--- src/sv/aavr_pkg.sv ---
// ---------------------------------------------------------------------------
// aavr_pkg
// Shared types, constants and the CORDIC arctangent table for the
// axis-angle vector rotation pipeline.
// ---------------------------------------------------------------------------
package aavr_pkg;

  localparam int CORDIC_STEPS = 16;
  localparam int ATAN_ENTRIES = 24;
  // steps beyond the table are dropped: STEPS is capped at the table size
  localparam int STEPS = (CORDIC_STEPS > ATAN_ENTRIES) ? ATAN_ENTRIES : CORDIC_STEPS;

  // angle units of 2^-17 degree
  localparam logic [33:0] FULL_TURN    = 34'd47185920;
  localparam logic [33:0] NEG_OFFSET   = 34'd2170552320;  // 46 full turns
  localparam int          HALF_TURN    = 23592960;
  localparam int          QUARTER_TURN = 11796480;
  localparam logic signed [33:0] INV_GAIN = 34'sd652032874;

  typedef logic signed [33:0] cxy_t;   // Q2.30 with headroom
  typedef logic signed [31:0] cz_t;    // 2^-22 degree
  typedef logic signed [27:0] quat_t;  // Q.24
  typedef logic signed [37:0] tvec_t;  // Q.16, first product

  typedef struct packed {
    logic signed [15:0] ax;
    logic signed [15:0] ay;
    logic signed [15:0] az;
    logic signed [31:0] vx;
    logic signed [31:0] vy;
    logic signed [31:0] vz;
  } geom_t;

  function automatic cz_t atan_q22(input logic [4:0] idx);
    cz_t r;
    case (idx)
      5'd0:  r = 32'sd188743680;
      5'd1:  r = 32'sd111421900;
      5'd2:  r = 32'sd58872272;
      5'd3:  r = 32'sd29884485;
      5'd4:  r = 32'sd15000234;
      5'd5:  r = 32'sd7507429;
      5'd6:  r = 32'sd3754631;
      5'd7:  r = 32'sd1877430;
      5'd8:  r = 32'sd938729;
      5'd9:  r = 32'sd469366;
      5'd10: r = 32'sd234683;
      5'd11: r = 32'sd117342;
      5'd12: r = 32'sd58671;
      5'd13: r = 32'sd29335;
      5'd14: r = 32'sd14668;
      5'd15: r = 32'sd7334;
      5'd16: r = 32'sd3667;
      5'd17: r = 32'sd1833;
      5'd18: r = 32'sd917;
      5'd19: r = 32'sd458;
      5'd20: r = 32'sd229;
      5'd21: r = 32'sd115;
      5'd22: r = 32'sd57;
      5'd23: r = 32'sd29;
      default: r = '0;
    endcase
    return r;
  endfunction

endpackage

--- src/sv/aavr_reduce.sv ---
// ---------------------------------------------------------------------------
// aavr_reduce
// Three-stage half-angle reduction: modulo one turn by restoring
// subtraction, then fold into [-90, 90] degrees.
// ---------------------------------------------------------------------------
module aavr_reduce (
  input  logic                 clk,
  input  logic                 rst_n,
  input  logic                 en,
  input  logic                 in_vld,
  input  logic signed [31:0]   in_h,
  input  aavr_pkg::geom_t      in_geom,
  output logic                 out_vld,
  output aavr_pkg::cz_t        out_z,
  output logic                 out_flip,
  output aavr_pkg::geom_t      out_geom
);

  function automatic logic [33:0] sub_if(input logic [33:0] v, input logic [33:0] k);
    return (v >= k) ? (v - k) : v;
  endfunction

  logic [2:0]       vld_r;
  logic [33:0]      u1_r, u1_nxt, u2_r, u2_nxt;
  aavr_pkg::geom_t  g1_r, g2_r;
  aavr_pkg::cz_t    z_r, z_nxt;
  logic             flip_r, flip_nxt;
  aavr_pkg::geom_t  g3_r;
  logic [33:0]      u0;
  logic [33:0]      u3;
  logic signed [27:0] r0, r1;

  always_comb begin
    u0 = in_h[31] ? (34'(signed'(in_h)) + aavr_pkg::NEG_OFFSET) : 34'(in_h);
    u1_nxt = sub_if(sub_if(u0, aavr_pkg::FULL_TURN << 6), aavr_pkg::FULL_TURN << 5);
    u2_nxt = sub_if(sub_if(sub_if(u1_r, aavr_pkg::FULL_TURN << 4),
                           aavr_pkg::FULL_TURN << 3), aavr_pkg::FULL_TURN << 2);
    u3 = sub_if(sub_if(u2_r, aavr_pkg::FULL_TURN << 1), aavr_pkg::FULL_TURN);
    r0 = 28'(u3);
    if (r0 >= 28'(aavr_pkg::HALF_TURN)) r0 = r0 - 28'(aavr_pkg::FULL_TURN);
    flip_nxt = 1'b0;
    r1 = r0;
    if (r0 > 28'(aavr_pkg::QUARTER_TURN)) begin
      r1 = r0 - 28'(aavr_pkg::HALF_TURN);
      flip_nxt = 1'b1;
    end else if (r0 < -28'(aavr_pkg::QUARTER_TURN)) begin
      r1 = r0 + 28'(aavr_pkg::HALF_TURN);
      flip_nxt = 1'b1;
    end
    z_nxt = {r1[26:0], 5'b0};
  end

  always_ff @(posedge clk) begin
    if (!rst_n) begin
      vld_r <= '0;
    end else if (en) begin
      vld_r <= {vld_r[1:0], in_vld};
    end
    if (en) begin
      u1_r   <= u1_nxt;
      g1_r   <= in_geom;
      u2_r   <= u2_nxt;
      g2_r   <= g1_r;
      z_r    <= z_nxt;
      flip_r <= flip_nxt;
      g3_r   <= g2_r;
    end
  end

  assign out_vld  = vld_r[2];
  assign out_z    = z_r;
  assign out_flip = flip_r;
  assign out_geom = g3_r;

endmodule

--- config.mk ---
export PLATFORM = sky130hd
export DESIGN_NAME = aavr_reduce
export DESIGN_NICKNAME = d
export VERILOG_FILES = /design/src/sv/aavr_pkg.sv /design/src/sv/aavr_reduce.sv
export SDC_FILE = /design/constraint.sdc
export NUM_CORES = 1
export LEC_CHECK = 0
export BUFFER_PORTS_ARGS = -buffer_cell sky130_fd_sc_hd__buf_2
export CAP_MARGIN = 20
export CORE_MARGIN = 2
export CORE_UTILIZATION = 40
export DETAILED_ROUTE_END_ITERATION = 8
export PLACE_DENSITY = 0.62
export SKIP_CTS_REPAIR_TIMING = 1
export SLEW_MARGIN = 5
export SYNTH_ARGS = -nofsm -noshare
export SYNTH_HDL_FRONTEND = slang
export SYNTH_SLANG_ARGS = --single-unit
--- constraint.sdc ---
create_clock -name clk -period 6.9 [get_ports clk]
set_clock_uncertainty 0.2 [all_clocks]
set_input_delay 1.38 -clock clk [delete_from_list [all_inputs] [get_ports clk]]
set_output_delay 1.38 -clock clk [all_outputs]
set_load 0.02 [all_outputs]
**Yosys cells after proc, flatten, opt, wreduce, memory -nomap -nowiden**

Index checks and enable logic that the tools add are counted.

- Bits in registers: 531
- Bits of input ports: 180

- Add/subtract/negate cells: 11
- Multiplexer cells: 12
- Magnitude comparators: 10

Operators with widths:

| kind | number |
|---|---|
| $mux W34 | 7 |
| $mux W28 | 2 |
| $sub A28 B26 Y28 const B | 2 |
| $mux W27 | 2 |
| $add A32 B33 Y34 const B | 1 |
| $ge A34 B26 Y1 const B | 1 |
| $ge A34 B27 Y1 const B | 1 |
| $ge A34 B28 Y1 const B | 1 |
| $ge A34 B29 Y1 const B | 1 |
| $ge A34 B30 Y1 const B | 1 |
| $ge A34 B31 Y1 const B | 1 |
| $ge A34 B32 Y1 const B | 1 |
| $sub A34 B27 Y34 const B | 1 |
| $sub A34 B28 Y34 const B | 1 |
| $sub A34 B29 Y34 const B | 1 |
| $sub A34 B30 Y34 const B | 1 |
| $sub A34 B31 Y34 const B | 1 |
| $sub A34 B32 Y34 const B | 1 |
| $ge A28 B26 Y1 const B | 1 |
| $gt A28 B25 Y1 const B | 1 |
| $lt A28 B25 Y1 const B | 1 |
| $add A27 B26 Y27 const B | 1 |
| $sub A27 B26 Y27 const B | 1 |
| $mux W1 | 1 |

**Logic depth before layout (Yosys ltp)**

Gate-level depths: netlist of run 1.

- Depth in word-level cells: 9
- Mapped depth: 24
- Mapped depth without buffers: 21

**Worst setup path before layout of run 1**

OpenSTA, ideal clock, no wires.

- Path kind: register to register
- Start point: register u2_r[31]
- End point: register z_r[27], in the netlist out_z[27] (data pin)
- Slack: 1.471 ns
- Arrival: 4.959 ns
- Clock period less this slack: 5.429 ns
- Cell stages (with the launch flop): 24
- Data required time: 6.430 ns
- Path through: edfxtp_1 or4_4 o31ai_1 nand2_1 ha_1 nand2_1 o31ai_1 a21o_1 a211oi_4 buf_4 mux2i_1 inv_1 ha_1 clkbuf_1 xnor2_1 o22ai_1 nand2_1 a31oi_1 a21oi_1 o2111ai_1 a211oi_2 nand2b_1 o32ai_1 xor2_1

- Longest elaborated chain between the ends: 9
- Elaborated cells between the ends (all ways): 15
- Classes of those cells: 5 x add/sub; 5 x order compare; 5 x mux

Ends and longest elaborated chain:

| element | line | text |
|---|---|---|
| from (decl) | aavr_reduce.sv:24 | `logic [33:0] u1_r, u1_nxt, u2_r, u2_nxt;` |
| from (signal assigned) | aavr_reduce.sv:62 | `u2_r <= u2_nxt;` |
| $sub A34 B27 Y34 or $ge A34 B27 Y1 (tied branches) | aavr_reduce.sv:20 | `return (v >= k) ? (v - k) : v;` |
| $mux W34 * | aavr_reduce.sv:20 |  |
| $ge A34 B26 Y1 or $sub A28 B26 Y28 (tied branches) | aavr_reduce.sv:20 |  |
| $mux W28 * | aavr_reduce.sv:20 |  |
| $sub A28 B26 Y28 or $ge A28 B26 Y1 (tied branches) | aavr_reduce.sv:40 | `if (r0 >= 28'(aavr_pkg::HALF_TURN)) r0 = r0 - 28'(aavr_pkg::FULL_TURN);` |
| $mux W28 * | aavr_reduce.sv:40 |  |
| $add A27 B26 Y27 or $lt A28 B25 Y1 (tied branches) | aavr_reduce.sv:47, aavr_reduce.sv:46 |  |
| $mux W27 | aavr_reduce.sv:46 | `end else if (r0 < -28'(aavr_pkg::QUARTER_TURN)) begin` |
| $mux W27 * | aavr_reduce.sv:43 | `if (r0 > 28'(aavr_pkg::QUARTER_TURN)) begin` |
| net r1[22] | aavr_reduce.sv:31 | `logic signed [27:0] r0, r1;` |
| to (signal assigned) | aavr_reduce.sv:64 | `z_r <= z_nxt;` |
| to (decl) | aavr_reduce.sv:26 | `aavr_pkg::cz_t z_r, z_nxt;` |

Mark *: on every way through the listed nets, which the timed path passes. The rest lies on a longest branch.
A chain may end at the register's enable or synchronous reset.

**Final worst setup path of run 1**

- Start point: register u2_r[26]
- End point: register z_r[27], in the netlist out_z[27] (data pin)

Same word-level chain as after synthesis.

==> results.toml, run 1 <==
[die]
die_height_um = 225
ios = 358
die_x_um = 225
start_util_pct = 40.7
die_area_um2 = 50600
core_um2 = 47900
rows = 80

[logic_synthesis]
synth_fa_ha_area_share_pct = 0.961
async_reset_ff_share_pct = 0
synthCells = 1058
yosys.area_share.simple_pct = 5.78
synth_common_cells = "528 x edfxtp_1, 52 x nand2_1, 48 x nor2_1"
synth_top_area_share_pct = 81.2
netlist_area_um2 = 19500
yosys_warnings = 0
synth_ff_type = "edfxtp_1"
synth.most_common_cell = "edfxtp_1"
synthXorXnorAreaFrac_pct = 2.69
synth-edff-count = 528
ys_ff_latch = 531
synth_top_family_by_area = "compound AO/OA/AOI/OAI gates"
synth_area_leaders = "edfxtp_1 81%, xnor2_1 1.8%, nand2_1 1.0%, ha_1 0.96%, nor2_1 0.92%"
synth_cell_types = 91
seq_area_frac_synth_pct = 81.5
post_synth.cell_area_avg_um2 = 18.4
yosys.area.top_type = "edfxtp_1"
synthMuxAreaShare_pct = 0.936
synth_compound_area_share_pct = 7.08

[critical_path]
critPathLaunchType = "flip-flop"
worstReg2RegEnd = "out_z[27]"
arrival_ns = 6.41
r2r-start = "u2_r[26]"
reg2reg_depth = 20
endpoint_kind = "flip-flop"
crit_required_ns = 7.00
regToRegSetupSlack_ns = 0.58
crit_type = "flip-flop to flip-flop"
crit_fanout = 14

[drt]
wl_per_cell_um = 18.2
dr.pass1.iters = 5
viasPerCell = 4.89
drt_iter0_drc = 667
num_vias = 10350
drc = 0
ant_nets = 0
drt_wl_total_um = 38600

[grt]
grt_max_degree = 122
gr-total-overflow = 0
grt_use_total_pct = 15.2
grt.met1_usage_pct = 19.3
grt_use_met2_pct = 24.1
top_usage_layer = "met2"
antenna_found_initial = 9
met3_usage_pct = 5.65
grt_pass1_vias = 10361
grt_pass1_wl_um = 59000

[final_layout]
drive_gt1_share_pct = 32.2
fillers = 3951
nets = 1648
area_delta_synth_final_pct = 22.7
stdcell_count = 2117
design_area_um2 = 23900

[hold_path]
min_from = "g1_r[97]"
hold_depth = 0
worstHoldPathType = "flip-flop to flip-flop"
min_to = "g2_r[97]"

[timing]
report.final.slew_viol_count = 0
finalSetupTns_ns = 0
rsz0062_at_grt = "false"
relSlewSlack_pct = 32.5
setup-violations-final = 0
tightest_slew_ns = 0.987
fmax_mhz = 158
whs_ns = 0.180
period_minus_slack_ns = 6.32
period_share_pct = 91.5
hold_violations = 0

[clock_network]
clk_path_buf_depth = 3
cts.sinks = 531
cts.htree.levels = 2
tritoncts = "done"
clk_pin_slew_ns = 0.06
cts-root-buf = "clkbuf_16"
clock_latency_ns = 0.59
numCtsBuffers = 53

[power]
p_leak_uw = 0.00885
power.density_nw_per_um2 = 372
ir_drop_mv = 0.246

[run_status]
outcome = "completed"

[placement]
place_inst = 2013
gp_congestion = 0.841
dp_hpwl_um = 27400
place_area_um2 = 22000
portBuffers = 352

[job]
maxCapViolCount = 0
area by class of cell:
class | instances | area, µm² | share of cell area (%)
Clock buffer | 65 | 1410 | 5.89
Inverter | 20 | 75.1 | 0.314
Tap cell | 615 | 769 | 3.21
Clock inverter | 35 | 484 | 2.02
Antenna cell | 4 | 10.0 | 0.0418
Timing Repair Buffer | 359 | 1850 | 7.72
Sequential cell | 531 | 15900 | 66.5
Multi-Input combinational cell | 488 | 3430 | 14.3
per-layer routing:
layer | vias to the layer above | part of all wire [%]
met1 | 4958 | 42
met3 | 72 | 9.1
li1 | 4981 | -
met5 | - | 0.17
met2 | 329 | 47
met4 | 10 | 2.7
report_power, final:
group / internal (µW) / switching [µW]
Sequential: 3930 / 138
Combinational: 684 / 1130
Clock: 1840 / 1190
critical path: stages (launching register included):
cell and delay [ns]:
edfxtp_1 0.60, a2111oi_4 0.62, nand4_1 0.18, nand2_1 0.28, ha_1 0.44, o31ai_1 0.20
a21o_1 0.25, a211oi_4 0.35, mux2i_1 0.52, inv_1 0.09, ha_1 0.35, xnor2_1 0.23
o22ai_1 0.21, nand2_1 0.08, a31oi_1 0.26, a21oi_1 0.11, o2111ai_1 0.23, a211oi_2 0.14
nand2b_1 0.24, o32ai_1 0.31, xor2_1 0.12
cell families after synthesis:
family	Yosys count
flops	531
simple gates	215
compound gates	175
xor+xnor	59
buf+inv	44
mux	18
fa+ha+maj	15
other cells	1
how the worst max path moves through the flow:
stage	start	end	slack (ns)	cells after the start
6_report	u2_r[26]	out_z[27]	0.58	20
5_1_grt	u2_r[26]	out_z[27]	0.09	19
4_1_cts	u2_r[26]	out_z[27]	0.64	20
3_5_place_dp	u2_r[26]	out_z[27]	0.74	20
3_3_place_gp	u2_r[26]	out_z[25]	1.01	19
2_1_floorplan	u2_r[31]	out_z[27]	1.47	23
state kept, by name, summed over array words and instances (netlist names):
signal	count
out_flip	1
g2_r	144
out_geom	144
vld_r	3
u2_r	34
g1_r	144
out_z	27
u1_r	34
cell usage in the layout (no fill, tap or decap), types with 5 or more instances in the layout:
master     Yosys  layout
a211oi_1      10      10
a21o_1        12      12
a21oi_1       29      29
a31oi_1        7       7
buf_2          6     351
buf_4          6       5
bufinv_16      0      10
clkbuf_1      11       8
clkbuf_16      0      53
clkinv_1       1       8
clkinv_2       0       7
conb_1         1       6
edfxtp_1     528     528
ha_1          15      15
inv_1         19      19
mux2i_1       16      16
nand2_1       52      52
nand2b_1       7       7
nand3_1       19      19
nand4_1        7       7
nor2_1        48      48
nor2b_1        9       9
nor3_1        19      19
nor4_1        11      11
o211ai_1       7       7
o21ai_0       17      17
o22ai_1        7       7
o31ai_1       11      11
or2_2          5       5
or3_1          6       6
xnor2_1       40      40
xor2_1        18      18
metrics by stage:
step / setup WS [ns] / power (µW) / utilization [%]
after global placement: 1.01 / 5890 / 46.0
after detailed placement: 0.737 / 5930 / 46.0
after floorplan: 1.47 / 5410 / -
after global routing: 0.0910 / 9340 / 49.9
after CTS: 0.644 / 9000 / 49.9
final: 0.583 / 8910 / 49.9
Power figures use the tool's default switching activity.
==> run 2: changes to the inputs <==
--- a/config.mk
+++ b/config.mk
@@ -10,7 +10,9 @@
 export CORE_MARGIN = 2
 export CORE_UTILIZATION = 40
 export DETAILED_ROUTE_END_ITERATION = 8
+export GPL_TIMING_DRIVEN = 1
 export PLACE_DENSITY = 0.62
+export RECOVER_POWER = 100
 export SKIP_CTS_REPAIR_TIMING = 1
 export SLEW_MARGIN = 5
 export SYNTH_ARGS = -nofsm -noshare
==> run 2 against run 1 <==
Effect of this change:
- the flow now finishes with violations (max-capacitance violations, max-slew violations)
- critical path depth is 2 lower
- register-to-register slack worse by 0.06 ns
- via count is 1.0% higher
- global-route usage stayed put
- utilization is 0.67 points lower
- critical endpoint unchanged
- largest cell class unchanged
==> results.toml, run 2 (synthesis results as in run 1) <==
[job]
maxCapViolCount = 5

[critical_path]
cp_slowest_stage_delay_ns = 0.61
path_buf_inv = 1
critPathCapture = "out_z[27]"
regToRegSetupSlack_ns = 0.52
cp_cell_sequence = "a2111oi_4 -> nand4_1 -> nand2_1 -> ha_1 -> o31ai_1 -> a21o_1 -> a211oi_4 -> mux2i_1 -> inv_1 -> ha_1 -> a211oi_2 -> nand2_1 -> a211oi_1 -> a31oi_1 -> a211oi_1 -> or2_1 -> o32ai_1 -> xor2_1"
endpoint_kind = "flip-flop"
worstReg2RegEnd = "out_z[27]"
r2r-start = "u2_r[26]"
crit_start = "u2_r[26]"
crit_type = "flip-flop to flip-flop"
crit_required_ns = 7.00
path_delay_family = "compound AO/OA/AOI/OAI gates"
arrival_ns = 6.47
reg2reg_depth = 18
critPathLaunchType = "flip-flop"
crit_fanout = 14
path_depth = 18
crit_path_top_delay_cell = "a2111oi_4"

[drt]
ant_nets = 0
drt_iter0_drc = 666
drc = 0
num_vias = 10455
dr.pass1.iters = 5
drt_wl_total_um = 38700
wl_per_cell_um = 18.3
viasPerCell = 4.94

[grt]
grt.met1_usage_pct = 19.3
antenna_found_initial = 9
met3_usage_pct = 5.65
grt_max_degree = 122
top_usage_layer = "met2"
grt_pass1_wl_um = 59000
grt_use_met2_pct = 24.1
grt_pass1_vias = 10361
gr-total-overflow = 0
grt_use_total_pct = 15.2

[die]
core_um2 = 47900
die_height_um = 225
die_area_um2 = 50600
ios = 358
die_x_um = 225
start_util_pct = 40.7
rows = 80

[run_status]
violations = "max-capacitance violations, max-slew violations"
outcome = "finished with violations"

[timing]
fmax_mhz = 157
whs_ns = 0.183
setup-violations-final = 0
relSlewSlack_pct = -90.8
period_share_pct = 92.4
tightest_slew_ns = 2.86
report.final.slew_viol_count = 461
rsz0062_at_grt = "false"
finalSetupTns_ns = 0
period_minus_slack_ns = 6.38
hold_violations = 0

[final_layout]
area_delta_synth_final_pct = 21.0
final_cell_mix = "528 x edfxtp_1, 192 x clkbuf_1, 168 x buf_2, 53 x clkbuf_16, 52 x nand2_1"
multi_input_area_um2 = 3390
fillers = 4058
final_common_cell = "edfxtp_1"
drive_gt1_share_pct = 19.4
nets = 1648
ff_latch_area_um2 = 15900

[placement]
portBuffers = 352
gp_congestion = 0.841
dp_hpwl_um = 27400

[hold_path]
worstHoldPathType = "flip-flop to flip-flop"
min_from = "g1_r[97]"

[power]
p_leak_uw = 0.00832
power.density_nw_per_um2 = 376
ir_drop_mv = 0.236

[clock_network]
cts-root-buf = "clkbuf_16"
cts.htree.levels = 2
clk_pin_slew_ns = 0.06
clk_path_buf_depth = 3
tritoncts = "done"
cts.sinks = 531
numCtsBuffers = 53
clock_latency_ns = 0.59
[run 2: changes by cell type in the layout (fill, tap and decap cells not counted), sizes merged]
| cell | delta |
|---|---|
| buf | -190 |
| clkbuf | +190 |
[run 2: per-layer routing]
metal	part of all wire (%)	vias up
met1	42	5020
met3	9.2	79
met4	2.8	10
li1	-	4984
met5	0.17	-
met2	46	362
[run 2: metrics by stage]
| step | util (%) | cells | power [µW] | area, µm² | setup slack (ns) |
|---|---|---|---|---|---|
| 2_1_floorplan | - | 1063 | 5410 | 19500 | 1.47 |
| 3_3_place_gp | 46.0 | 2013 | 5890 | 22000 | 1.01 |
| 3_5_place_dp | 46.0 | 2013 | 5930 | 22000 | 0.737 |
| 4_1_cts | 49.9 | 2113 | 9000 | 23900 | 0.644 |
| 5_1_grt | 49.3 | 2115 | 9310 | 23600 | 0.0543 |
| 6_report | 49.3 | 2117 | 8880 | 23600 | 0.523 |
[run 2: power by group]
part / internal, µW / switching (µW) / leakage (µW)
combinational: 649 / 1120 / 0.00221
sequential: 3940 / 141 / 0.00519
clock: 1840 / 1190 / 0.000920
total: 6430 / 2450 / 0.00832
[run 2: layout make-up]
cell class,count,share of cell area (%)
Sequential cell,531,67.4
Multi-Input combinational cell,488,14.3
Timing Repair Buffer,359,6.64
Clock buffer,65,5.97
Tap cell,615,3.26
Clock inverter,35,2.05
Inverter,20,0.318
Antenna cell,4,0.0424
[run 2: worst min path at each step]
stage | cells past startpoint | end | slack (ns)
6_report | 0 | g2_r[97] | 0.18
5_1_grt | 0 | g2_r[45] | 0.19
4_1_cts | 0 | g2_r[97] | 0.19
3_5_place_dp | 0 | g2_r[109] | 0.20
3_3_place_gp | 0 | out_geom[13] | 0.20
2_1_floorplan | 0 | g2_r[0] | 0.20
[run 2: worst register-to-register path, cell delays in order (launching register included)]
cell and delay (ns):
edfxtp_1 0.60, a2111oi_4 0.62, nand4_1 0.18, nand2_1 0.28
ha_1 0.44, o31ai_1 0.21, a21o_1 0.25, a211oi_4 0.35
mux2i_1 0.53, inv_1 0.09, ha_1 0.35, a211oi_2 0.53
nand2_1 0.11, a211oi_1 0.27, a31oi_1 0.08, a211oi_1 0.47
or2_1 0.26, o32ai_1 0.11, xor2_1 0.16
==> run 3: changes to the inputs <==
--- a/config.mk
+++ b/config.mk
@@ -5,14 +5,14 @@
 export SDC_FILE = /design/constraint.sdc
 export NUM_CORES = 1
 export LEC_CHECK = 0
-export BUFFER_PORTS_ARGS = -buffer_cell sky130_fd_sc_hd__buf_2
 export CAP_MARGIN = 20
 export CORE_MARGIN = 2
 export CORE_UTILIZATION = 40
 export DETAILED_ROUTE_END_ITERATION = 8
+export DONT_BUFFER_PORTS = 1
 export GPL_TIMING_DRIVEN = 1
-export PLACE_DENSITY = 0.62
-export RECOVER_POWER = 100
+export PLACE_DENSITY = 0.55
+export RECOVER_POWER = 25
 export SKIP_CTS_REPAIR_TIMING = 1
 export SLEW_MARGIN = 5
 export SYNTH_ARGS = -nofsm -noshare
==> constraint.sdc (replaced) <==
create_clock -name clk -period 6.1 [get_ports clk]
set_clock_uncertainty 0.2 [all_clocks]
set_input_delay 1.22 -clock clk [delete_from_list [all_inputs] [get_ports clk]]
set_output_delay 1.22 -clock clk [all_outputs]
set_load 0.02 [all_outputs]
==> run 3 against run 2 <==
Effect of this change:
- the flow finishes with violations (max-slew violations)
- largest power group unchanged
- largest cell class unchanged
- sequential power increased by 16%
- utilization down 3.2 points
- total power is 9.4% higher
- via count is 12% lower
- setup slack got worse by 0.013 ns
- critical path type unchanged
==> results.toml, run 3 (synthesis results as in run 1) <==
[clock_network]
clk_pin_slew_ns = 0.06
cts.sinks = 531
tritoncts = "done"
clk_path_buf_depth = 3
cts-root-buf = "clkbuf_16"
cts.htree.levels = 2
clock_latency_ns = 0.59
numCtsBuffers = 55

[placement]
gp_congestion = 0.846
place_area_um2 = 20300
dp_hpwl_um = 25600
portBuffers = 0
place_inst = 1667
dpl_worst_slack_ns = 0.468

[grt]
grt.met1_usage_pct = 17.7
met3_usage_pct = 6.14
grt_max_degree = 532
top_usage_layer = "met2"
antenna_found_initial = 8
grt_use_met2_pct = 23.9
grt_pass1_vias = 9004
grt_pass1_wl_um = 55800
grt_use_total_pct = 14.7
gr-total-overflow = 0

[timing]
fin_ws_ns = 0.509
finalSetupTns_ns = 0
report.final.slew_viol_count = 182
fmax_mhz = 179
setup-violations-final = 0
tightest_slew_ns = 1.85
rsz0062_at_grt = "false"
period_minus_slack_ns = 5.59
relSlewSlack_pct = -23.1
hold_violations = 0
period_share_pct = 91.7

[hold_path]
worstHoldPathType = "flip-flop to flip-flop"

[run_status]
outcome = "finished with violations"
violations = "max-slew violations"

[drt]
num_vias = 9173
ant_nets = 0
drt_iter0_drc = 536
drc = 0
dr.pass1.iters = 5
viasPerCell = 5.18
wl_per_cell_um = 21.3
drt_wl_total_um = 37800

[critical_path]
path_buf_inv = 1
path_delay_family = "compound AO/OA/AOI/OAI gates"
critPathLaunchType = "flip-flop"
crit_path_top_delay_cell = "a2111o_1"
crit_type = "flip-flop to flip-flop"
crit_fanout = 7
cp_slowest_stage_delay_ns = 0.53
crit_required_ns = 6.21
arrival_ns = 5.70
cp_cell_sequence = "a2111o_1 -> o31ai_1 -> nand2_1 -> ha_1 -> nand2_1 -> o31ai_1 -> a21o_1 -> a211oi_4 -> mux2i_1 -> buf_4 -> ha_1 -> o21ai_0 -> or3_1 -> a31oi_1 -> a21oi_1 -> o2111ai_1 -> a211oi_2 -> nand2b_1 -> o32ai_1 -> xor2_1"
endpoint_kind = "flip-flop"

[die]
rows = 80
die_x_um = 225
start_util_pct = 40.7
core_um2 = 47900
ios = 358
die_area_um2 = 50600
die_height_um = 225

[final_layout]
final_cell_mix = "528 x edfxtp_1, 56 x clkbuf_16, 52 x nand2_1, 48 x nor2_1, 39 x xnor2_1"
ff_latch_area_um2 = 15900
drive_gt1_share_pct = 11.4
area_delta_synth_final_pct = 13.1
fillers = 4020
multi_input_area_um2 = 3440
nets = 1304
design_area_um2 = 22100
stdcell_count = 1772
final_common_cell = "edfxtp_1"

[job]
maxCapViolCount = 0

[power]
p_leak_uw = 0.00741
ir_drop_mv = 0.236
finalPower_uw = 9720
power.density_nw_per_um2 = 440
-- run 3: changes by cell type in the layout (fill, tap and decap cells not counted), moves of 6 or more --
cell       change
buf_2        -168
buf_4         +12
bufinv_16      -6
clkbuf_1     -182
clkbuf_2       -6
-- run 3: final timing paths --
check	cells past startpoint	from	slack, ns	end
worst max-delay path	20	u2_r[28]	0.51	out_z[27]
worst min-delay path	0	g2_r[57]	0.21	out_geom[57]
worst max register to register	20	u2_r[28]	0.51	out_z[27]
worst min register to register	0	g2_r[57]	0.21	out_geom[57]
-- run 3: cell type report --
class	count	share of cell area (%)
antenna	4	0.0453
clock buffer	66	6.52
clock inverter	35	1.47
inverter	20	0.340
multi-input combinational	488	15.6
sequential	531	72.1
tap	615	3.49
timing repair buffer	13	0.442
-- run 3: through the flow --
step	utilization [%]	hold slack (ns)
6_report	46.0	0.212
3_3_place_gp	42.3	0.200
5_1_grt	46.0	0.219
2_1_floorplan	-	0.200
3_5_place_dp	42.3	0.205
4_1_cts	46.0	0.215
-- run 3: per-layer routing --
metal	up-vias	routed length (µm)	share of wire (%)
li1	4309	-	-
met1	4464	15200	40
met2	308	18000	48
met3	84	3650	9.7
met4	8	872	2.3
met5	-	51	0.14
-- run 3: power breakdown --
group          switching [µW]  internal (µW)  total, µW
clock network            1370           1860       3230
registers                 289           4460       4750
logic                    1050            693       1740
